## config.mk

```make
export PLATFORM = sky130hd
export DESIGN_NAME = border_rect_expander_unit
export DESIGN_NICKNAME = d
export VERILOG_FILES = /design/src/sv/brx_pkg.sv /design/src/sv/border_rect_expander_unit.sv /design/src/sv/brx_geom.sv
export SDC_FILE = /design/constraint.sdc
export NUM_CORES = 1
export LEC_CHECK = 0
export CORE_MARGIN = 1.5
export CORE_UTILIZATION = 44
export CTS_CLUSTER_DIAMETER = 150
export DETAILED_ROUTE_END_ITERATION = 8
export DONT_BUFFER_PORTS = 1
export GPL_ROUTABILITY_DRIVEN = 0
export HOLD_SLACK_MARGIN = 0.05
export PLACE_DENSITY = 0.68
export SLEW_MARGIN = 40
export SYNTH_ARGS = -nofsm -noshare
export SYNTH_HDL_FRONTEND = slang
export SYNTH_HIERARCHICAL = 1
export SYNTH_SLANG_ARGS = --single-unit
```

## constraint.sdc

```tcl
create_clock -name clk_i -period 19.5 [get_ports clk_i]
set_input_delay 3.9 -clock clk_i [delete_from_list [all_inputs] [get_ports clk_i]]
set_output_delay 3.9 -clock clk_i [all_outputs]
set_load 0.02 [all_outputs]
```

## src/sv/brx_pkg.sv

```systemverilog
package brx_pkg;

  // Field widths of the request and rectangle words.
  localparam int unsigned COORD_BITS = 16;
  localparam int unsigned COLOR_BITS = 16;
  localparam int unsigned SIZE_BITS  = COORD_BITS - 1;
  localparam int unsigned STYLE_BITS = 2;
  localparam int unsigned LEN_BITS   = 5;
  localparam int unsigned IDX_BITS   = 3;

  // Stream word layouts, padded with zeros up to whole bytes.
  localparam int unsigned IN_FIELD_BITS  = 4 * COORD_BITS + COLOR_BITS;
  localparam int unsigned IN_DATA_BITS   = ((IN_FIELD_BITS + 7) / 8) * 8;
  localparam int unsigned IN_USER_BITS   = 8;
  localparam int unsigned OUT_FIELD_BITS = 2 * COORD_BITS + 2 * SIZE_BITS + COLOR_BITS;
  localparam int unsigned OUT_DATA_BITS  = ((OUT_FIELD_BITS + 7) / 8) * 8;

  // Arm length limits. A shorter side of ARM_SAT_MIN or more already gives
  // the upper limit, so the 30 percent product only runs on six bits.
  localparam int unsigned ARM_MIN     = 4;
  localparam int unsigned ARM_MAX     = 16;
  localparam int unsigned ARM_SAT_MIN = 54;
  // floor(p / 10) == (p * 205) >> 11 for every p below 1024.
  localparam int unsigned DIV10_MUL   = 205;
  localparam int unsigned DIV10_SHIFT = 11;

  // Request style codes.
  localparam logic [STYLE_BITS-1:0] STYLE_SHARP     = 2'd0;
  localparam logic [STYLE_BITS-1:0] STYLE_FILL      = 2'd1;
  localparam logic [STYLE_BITS-1:0] STYLE_BRACKET   = 2'd2;
  localparam logic [STYLE_BITS-1:0] STYLE_SHARP_ALT = 2'd3;

  typedef enum logic [1:0] {
    KIND_SHARP,
    KIND_FILL,
    KIND_BRACKET
  } kind_e;

  // Index of the final rectangle of each run.
  localparam logic [IDX_BITS-1:0] LAST_IDX_FILL    = 3'd0;
  localparam logic [IDX_BITS-1:0] LAST_IDX_SHARP   = 3'd3;
  localparam logic [IDX_BITS-1:0] LAST_IDX_BRACKET = 3'd7;

  typedef logic [COORD_BITS-1:0] coord_t;
  typedef logic [SIZE_BITS-1:0]  size_t;
  typedef logic [COLOR_BITS-1:0] color_t;
  typedef logic [LEN_BITS-1:0]   len_t;
  typedef logic [IDX_BITS-1:0]   idx_t;

  typedef struct packed {
    logic signed [COORD_BITS-1:0] pos_x;
    logic signed [COORD_BITS-1:0] pos_y;
    logic signed [COORD_BITS-1:0] box_w;
    logic signed [COORD_BITS-1:0] box_h;
    color_t                       color;
    logic [STYLE_BITS-1:0]        style;
  } req_t;

  // Every corner coordinate a run can need, worked out once per request.
  typedef struct packed {
    kind_e  kind;
    coord_t x;
    coord_t y;
    coord_t xw1;   // x + w - 1
    coord_t xw2;   // x + w - 2
    coord_t xr;    // x + w - len
    coord_t yh1;   // y + h - 1
    coord_t yh2;   // y + h - 2
    coord_t yb;    // y + h - len
    size_t  w;
    size_t  h;
    len_t   len;
    color_t color;
  } geom_t;

  typedef struct packed {
    color_t color;
    size_t  h;
    size_t  w;
    coord_t y;
    coord_t x;
  } rect_t;

  function automatic idx_t last_idx(kind_e kind);
    idx_t r;
    case (kind)
      KIND_FILL:    r = LAST_IDX_FILL;
      KIND_BRACKET: r = LAST_IDX_BRACKET;
      default:      r = LAST_IDX_SHARP;
    endcase
    return r;
  endfunction

  // Bracket arm: 30 percent of the shorter side, clamped to 4..16 and then
  // to half of each side.
  function automatic len_t arm_len(size_t w, size_t h);
    size_t                 mn;
    logic [7:0]            p;
    logic [15:0]           prod;
    logic [LEN_BITS-1:0]   raw;
    logic [LEN_BITS-1:0]   r;
    mn = (w < h) ? w : h;
    p = 8'(mn[5:0]) * 8'd3;
    prod = 16'(p) * 16'(DIV10_MUL);
    if (mn >= SIZE_BITS'(ARM_SAT_MIN)) begin
      raw = LEN_BITS'(ARM_MAX);
    end else begin
      raw = LEN_BITS'(prod >> DIV10_SHIFT);
    end
    r = (raw < LEN_BITS'(ARM_MIN)) ? LEN_BITS'(ARM_MIN) : raw;
    if (SIZE_BITS'(r) > (w >> 1)) begin
      r = LEN_BITS'(w >> 1);
    end
    if (SIZE_BITS'(r) > (h >> 1)) begin
      r = LEN_BITS'(h >> 1);
    end
    return r;
  endfunction

endpackage

```

## src/sv/border_rect_expander_unit.sv

```systemverilog
// Path: a request word passes the request register, the geometry register and the output
// register before its first rectangle word reaches the master side.
// Throughput: one rectangle word per cycle while the master side takes words; a request gives 1 (fill),
// 4 (sharp) or 8 (bracket) rectangle words, set by the run sequencer; an empty box gives none.
// Reset: rst_ni clears all valid flags and the run index at once; there is no clearing pass.
module border_rect_expander_unit (
  input  logic                                 clk_i,
  input  logic                                 rst_ni,
  // Request side.
  input  logic                                 s_tvalid_i,
  output logic                                 s_tready_o,
  // Fields from bit 0 up: pos_x, pos_y, box_w, box_h, color.
  input  logic [brx_pkg::IN_DATA_BITS-1:0]     s_tdata_i,
  // Fields from bit 0 up: style; upper bits unused.
  input  logic [brx_pkg::IN_USER_BITS-1:0]     s_tuser_i,
  // Rectangle side.
  output logic                                 m_tvalid_o,
  input  logic                                 m_tready_i,
  // Fields from bit 0 up: rect_x, rect_y, rect_w, rect_h, rect_color, zero padding.
  output logic [brx_pkg::OUT_DATA_BITS-1:0]    m_tdata_o,
  output logic                                 m_tlast_o
);
  import brx_pkg::*;

  // Stage one holds the raw request word.
  logic  s1_v_q, s1_v_d;
  req_t  s1_req_q;
  req_t  s_req;

  // Stage two holds the expanded geometry and walks through the run.
  logic  s2_v_q, s2_v_d;
  geom_t s2_geom_q;
  idx_t  idx_q, idx_d;

  // Output register separates the sequencer from the master side.
  logic  out_v_q, out_v_d;
  rect_t out_rect_q;
  logic  out_last_q;

  geom_t geom;
  logic  geom_empty;
  rect_t rect_sel;
  logic  s_fire;
  logic  out_free;
  logic  emit;
  logic  s2_last;
  logic  s2_free;
  logic  s1_move;
  logic  s2_load;

  // Unpack the request word.
  always_comb begin
    s_req.pos_x = s_tdata_i[COORD_BITS-1:0];
    s_req.pos_y = s_tdata_i[2*COORD_BITS-1:COORD_BITS];
    s_req.box_w = s_tdata_i[3*COORD_BITS-1:2*COORD_BITS];
    s_req.box_h = s_tdata_i[4*COORD_BITS-1:3*COORD_BITS];
    s_req.color = s_tdata_i[4*COORD_BITS+COLOR_BITS-1:4*COORD_BITS];
    s_req.style = s_tuser_i[STYLE_BITS-1:0];
  end

  brx_geom u_geom (
    .req_i   (s1_req_q),
    .geom_o  (geom),
    .empty_o (geom_empty)
  );

  // The output register can take a new word when it is empty or its word is
  // being taken in this cycle. The sequencer frees up on the last word of its
  // run, so the next request moves in without a bubble.
  assign s_fire    = s_tvalid_i && s_tready_o;
  assign out_free  = !out_v_q || m_tready_i;
  assign emit      = s2_v_q && out_free;
  assign s2_last   = (idx_q == last_idx(s2_geom_q.kind));
  assign s2_free   = !s2_v_q || (emit && s2_last);
  assign s1_move   = s1_v_q && s2_free;
  assign s2_load   = s1_move && !geom_empty;
  assign s_tready_o = !s1_v_q || s2_free;

  // Pick the rectangle for the current run index.
  always_comb begin
    rect_sel.color = s2_geom_q.color;
    rect_sel.x     = s2_geom_q.x;
    rect_sel.y     = s2_geom_q.y;
    rect_sel.w     = s2_geom_q.w;
    rect_sel.h     = s2_geom_q.h;
    case (s2_geom_q.kind)
      KIND_FILL: begin
      end
      KIND_BRACKET: begin
        // Corner arms: horizontal one at even indexes, vertical one at odd.
        if (idx_q[0]) begin
          rect_sel.w = SIZE_BITS'(2);
          rect_sel.h = SIZE_BITS'(s2_geom_q.len);
          rect_sel.x = idx_q[1] ? s2_geom_q.xw2 : s2_geom_q.x;
          rect_sel.y = idx_q[2] ? s2_geom_q.yb  : s2_geom_q.y;
        end else begin
          rect_sel.w = SIZE_BITS'(s2_geom_q.len);
          rect_sel.h = SIZE_BITS'(2);
          rect_sel.x = idx_q[1] ? s2_geom_q.xr   : s2_geom_q.x;
          rect_sel.y = idx_q[2] ? s2_geom_q.yh2  : s2_geom_q.y;
        end
      end
      default: begin
        // Sharp outline: top and bottom edges, then left and right edges.
        if (idx_q[1]) begin
          rect_sel.w = SIZE_BITS'(1);
          rect_sel.x = idx_q[0] ? s2_geom_q.xw1 : s2_geom_q.x;
        end else begin
          rect_sel.h = SIZE_BITS'(1);
          rect_sel.y = idx_q[0] ? s2_geom_q.yh1 : s2_geom_q.y;
        end
      end
    endcase
  end

  always_comb begin
    s1_v_d = s1_v_q;
    if (s_fire) begin
      s1_v_d = 1'b1;
    end else if (s1_move) begin
      s1_v_d = 1'b0;
    end

    s2_v_d = s2_v_q;
    idx_d  = idx_q;
    if (s2_load) begin
      s2_v_d = 1'b1;
      idx_d  = '0;
    end else if (emit) begin
      idx_d = idx_q + IDX_BITS'(1);
      if (s2_last) begin
        s2_v_d = 1'b0;
      end
    end

    out_v_d = out_v_q;
    if (emit) begin
      out_v_d = 1'b1;
    end else if (m_tready_i) begin
      out_v_d = 1'b0;
    end
  end

  always_ff @(posedge clk_i or negedge rst_ni) begin
    if (!rst_ni) begin
      s1_v_q  <= 1'b0;
      s2_v_q  <= 1'b0;
      idx_q   <= '0;
      out_v_q <= 1'b0;
    end else begin
      s1_v_q  <= s1_v_d;
      s2_v_q  <= s2_v_d;
      idx_q   <= idx_d;
      out_v_q <= out_v_d;
    end
  end

  always_ff @(posedge clk_i) begin
    if (s_fire) begin
      s1_req_q <= s_req;
    end
    if (s2_load) begin
      s2_geom_q <= geom;
    end
    if (emit) begin
      out_rect_q <= rect_sel;
      out_last_q <= s2_last;
    end
  end

  assign m_tvalid_o = out_v_q;
  assign m_tdata_o  = OUT_DATA_BITS'(out_rect_q);
  assign m_tlast_o  = out_last_q;

  // The request side only stalls while both internal stages are occupied.
  assert property (@(posedge clk_i) disable iff (!rst_ni)
    !s_tready_o |-> (s1_v_q && s2_v_q))
    else $error("request side stalled with a free stage");

  // The run index never passes the final rectangle of its run.
  assert property (@(posedge clk_i) disable iff (!rst_ni)
    s2_v_q |-> (idx_q <= last_idx(s2_geom_q.kind)))
    else $error("run index beyond end of run");

  // A new output word only appears when the sequencer held a run.
  assert property (@(posedge clk_i) disable iff (!rst_ni)
    $rose(m_tvalid_o) |-> $past(s2_v_q))
    else $error("output word without an active run");

  // A filled box is a run of one, so its word always closes the run.
  assert property (@(posedge clk_i) disable iff (!rst_ni)
    (emit && (s2_geom_q.kind == KIND_FILL)) |=> m_tlast_o)
    else $error("filled box word not marked last");

endmodule

```

## src/sv/brx_geom.sv

```systemverilog
module brx_geom (
  input  brx_pkg::req_t  req_i,
  output brx_pkg::geom_t geom_o,
  output logic           empty_o
);
  import brx_pkg::*;

  size_t  w;
  size_t  h;
  coord_t xw;
  coord_t yh;
  len_t   len;

  // A width or height of zero or below gives no rectangles.
  assign empty_o = req_i.box_w[COORD_BITS-1] || (req_i.box_w == '0) ||
                   req_i.box_h[COORD_BITS-1] || (req_i.box_h == '0);

  assign w   = req_i.box_w[SIZE_BITS-1:0];
  assign h   = req_i.box_h[SIZE_BITS-1:0];
  assign xw  = coord_t'(req_i.pos_x) + COORD_BITS'(w);
  assign yh  = coord_t'(req_i.pos_y) + COORD_BITS'(h);
  assign len = arm_len(w, h);

  always_comb begin
    geom_o.x     = coord_t'(req_i.pos_x);
    geom_o.y     = coord_t'(req_i.pos_y);
    geom_o.xw1   = xw - COORD_BITS'(1);
    geom_o.xw2   = xw - COORD_BITS'(2);
    geom_o.xr    = xw - COORD_BITS'(len);
    geom_o.yh1   = yh - COORD_BITS'(1);
    geom_o.yh2   = yh - COORD_BITS'(2);
    geom_o.yb    = yh - COORD_BITS'(len);
    geom_o.w     = w;
    geom_o.h     = h;
    geom_o.len   = len;
    geom_o.color = req_i.color;
    unique case (req_i.style) inside
      STYLE_FILL:                   geom_o.kind = KIND_FILL;
      STYLE_BRACKET:                geom_o.kind = KIND_BRACKET;
      STYLE_SHARP, STYLE_SHARP_ALT: geom_o.kind = KIND_SHARP;
      default:                      geom_o.kind = KIND_SHARP;
    endcase
  end

endmodule
```

==> summary.txt <==
Final layout
  • Post-layout nets: 1604
  • Number of fillers in the final layout: 3585
  • Non-Filler Instances: 1940
  • Area growth from synthesis to final layout: 7.090%
  • Util after Layout: 48.11%
  • Share of final-layout standard cells stronger than drive strength 1: 9.175%
  • Final design instance area without fill: 19820 um^2

Hold path
  • Number of cells traversed by the worst hold path: 0
  • Endpoint of the worst hold path: rect_sel[63]$_DFFE_PP_
  • Hold Startpoint: s1_req_q[3]$_DFFE_PP_
  • Type of the worst min-delay path: flop to flop

Logic synthesis
  • Post-Synthesis Mean Instance Area: 12.81 um^2
  • Count of flip-flops with a built-in enable after synthesis: 342
  • Cells after Synth: 1445
  • Warning count from the yosys run: 6
  • Proportion of synthesized chip area in sequential cells: 56.29%
  • Commonest cells post-synth: edfxtp_1 (342), ha_1 (120), inv_1 (86)
  • Top cells by area, synth: edfxtp_1 (55%), ha_1 (8.1%), buf_4 (3.3%)
  • Post-synth top flop: edfxtp_1
  • Most numerous cell in the Yosys netlist: edfxtp_1
  • Syn Std Cell Area: 18510 um^2
  • FFs w/ async S/R, synth: 1.724%
  • Share of the synthesized area in the top cell type: 55.48%
  • Number of different library cells in the post-synthesis netlist: 88
  • Largest area contributor in the netlist: edfxtp_1
  • #FFs+latches synth: 348

Clocking
  • Clock transition at the registers of the reported paths: 60 ps
  • CTS H-Tree Depth: 2
  • Setup bufs post-CTS: 0
  • Resized cells post-CTS: 0
  • CTS Buffer Depth: 3
  • Number of hold-repair buffers added at the cts stage: 0
  • Sinks on Clock Net: 348
  • Worst skew pair latency: 560 ps
  • CTS tree: yes
  • Root Buffer: clkbuf_16
  • CTS buffer count: 40

Floorplan
  • Row Count: 74
  • Std-Cell Core Area: 41200 um^2
  • DIE WIDTH: 208.1 um
  • Initial standard-cell utilization of the core: 44.93%
  • Die area: 43310 um^2
  • Die boundary height: 208.1 um
  • I/O pin count: 175

STA
  • Maximum clock frequency: 74.44 MHz
  • Remaining max-slew budget at the tightest pin: 43.29%
  • Transition time at the pin with the least slew margin: 849.8 ps
  • Final Max Tran Viols: 0
  • Crit share post-route: 68.89%
  • # setup viols final: 0
  • Final Hold Violating Endpoints: 0
  • Shortest clock period the worst path allows after layout: 13430 ps
  • Worst Clk Skew: 22.12 ps
  • Setup repair after global routing missed its margin: no
  • TNS Setup: 0 ps

Critical path
  • Data arrival time of the worst path: 13720 ps
  • Longest individual stage delay on the worst path: 640 ps
  • Kind of critical path: flop to flop
  • Top cell family by delay on the critical path: compound AO/OA/AOI/OAI gates
  • Cell depth of the worst flop-to-flop path: 49
  • Reg-to-reg endpoint: s2_geom_q[111]$_DFFE_PP_
  • Required time reported for the critical path endpoint: 19790 ps
  • Crit-path max FO: 7
  • Top cell by count, worst path: ha_1
  • Reg2reg setup slack: 6070 ps
  • Start of the worst register-to-register path: s1_req_q[23]$_DFFE_PP_
  • Origin of the worst setup path: s1_req_q[23]$_DFFE_PP_
  • Critical-path cell with the highest stage delay: edfxtp_1
  • Kind of start point of the critical path: flop
  • Buffering stage count on the worst path with inverters included: 4
  • CP endpoint kind: flop

Routing
  • Drt pass-1 iters: 4
  • Wire length on met1: 18680 um
  • Remaining number of nets flagged by the antenna check after routing: 0
  • Highest metal layer used by the detailed router: met4
  • Total number of vias: 10919
  • Post-DR vias/cell: 5.628
  • DR DRC count: 0
  • Routed length per placed instance: 21.19 um
  • Number of DRC violations after detailed-routing iteration 0: 715
  • Met2 routed WL: 18980 um
  • Wire length reported by the detailed router: 41110 um
  • Routed wire length on met3: 1994 um

Global routing
  • Maximum number of pins on one net before global-route repair: 110
  • Combined global-route utilization of all metal layers: 18.75%
  • Number of antenna violations at the first check in global routing: 2
  • Wire length of the first global-routing pass: 62070 um
  • Gr ovfl total: 0
  • Vias in the first global route: 10652

Placement
  • Count of placed standard cells including taps: 1867
  • Post-place instance area: 18570 um^2
  • IO Port Bufs: 0
  • Detail Placement HPWL: 29160 um

Run status
  • Run status: finished clean

Job
  • Number of max-cap violations: 0
[cell usage in the layout (no fill, tap or decap), drive strengths merged, types with 6 or more instances in the layout]
cell type	netlist	layout
a211oi	36	36
a21o	24	24
a21oi	51	51
a221o	19	19
a31oi	22	22
and2	36	36
and3b	16	16
and4	6	6
buf	92	9
clkbuf	28	45
clkinv	1	17
dfrtp	6	6
edfxtp	342	342
fa	15	15
ha	120	120
inv	87	91
mux2	19	19
mux2i	25	25
nand2	85	85
nand2b	16	16
nand3	12	12
nand4	17	17
nor2	58	58
nor2b	22	22
nor3	20	20
nor3b	6	6
nor4	10	10
o21a	12	12
o21ai	43	43
o21bai	6	6
o2bb2ai	7	7
or2	7	7
xnor2	52	52
xor2	60	60
[kinds of logic (layout without fill, tap and decap cells)]
kind of cell               count (synthesis)  in the layout  synth area share (%)
AOI/OAI and AO/OA                        271            271                 10.49
xor gates and xnor gates                 112            112                 5.421
adders and majority gates                136            136                 9.794
buffers and inverters                    208            168                 5.968
DFF                                      348            348                 56.29
muxes                                     44             44                 2.528
other                                      1              4               0.02026
and+or+nand+nor                          325            325                 9.490
[how the worst max path moves through the flow]
stage / endpoint / slack [ps] / cells past startpoint
2_1_floorplan: rect_sel[62]$_DFFE_PP_ / 5650 / 3
6_report: s2_geom_q[111]$_DFFE_PP_ / 6070 / 49
4_1_cts: s2_geom_q[111]$_DFFE_PP_ / 5830 / 53
3_3_place_gp: s2_geom_q[113]$_DFFE_PP_ / 5810 / 53
3_5_place_dp: s2_geom_q[113]$_DFFE_PP_ / 5870 / 53
5_1_grt: s2_geom_q[111]$_DFFE_PP_ / 5220 / 53
[sequential cells by signal, indices dropped and copies added (netlist names)]
| name | count |
|---|---|
| rect_sel | 16 |
| m_tvalid_o | 1 |
| s1_req_q | 82 |
| idx_q | 3 |
| s1_v_q | 1 |
| s2_geom_q | 165 |
| s2_v_q | 1 |
| m_tlast_o | 1 |
| m_tdata_o | 78 |
[layout make-up]
type	instances	area, um^2	share of cell area, %
flip-flops and latches	348	10420	52.57
inverters	88	331.6	1.673
well taps	532	665.6	3.358
clock inverters	26	205.2	1.035
diodes	2	5.005	0.02525
clock buffers	45	1020	5.144
multi-input cells	890	7071	35.67
repair buffers	9	105.1	0.5302
[metal layers]
| layer | up-vias | global-route usage [%] |
|---|---|---|
| met1 | 5385 | 25.56 |
| met3 | 73 | 3.275 |
| met5 | - | 0 |
| met2 | 312 | 29.76 |
| met4 | 0 | 7.652 |
| li1 | 5149 | - |
[stage by stage]
step	hold slack [ps]	worst slack (ps)
final	417.7	6067
after global routing	421.5	5217
after floorplan	400.3	5649
after global placement	402.2	5805
after CTS	419.2	5830
after detailed placement	404.5	5871
Power is not shown: default switching activity piles up to over one toggle a cycle in this logic, so the estimate is an artifact.
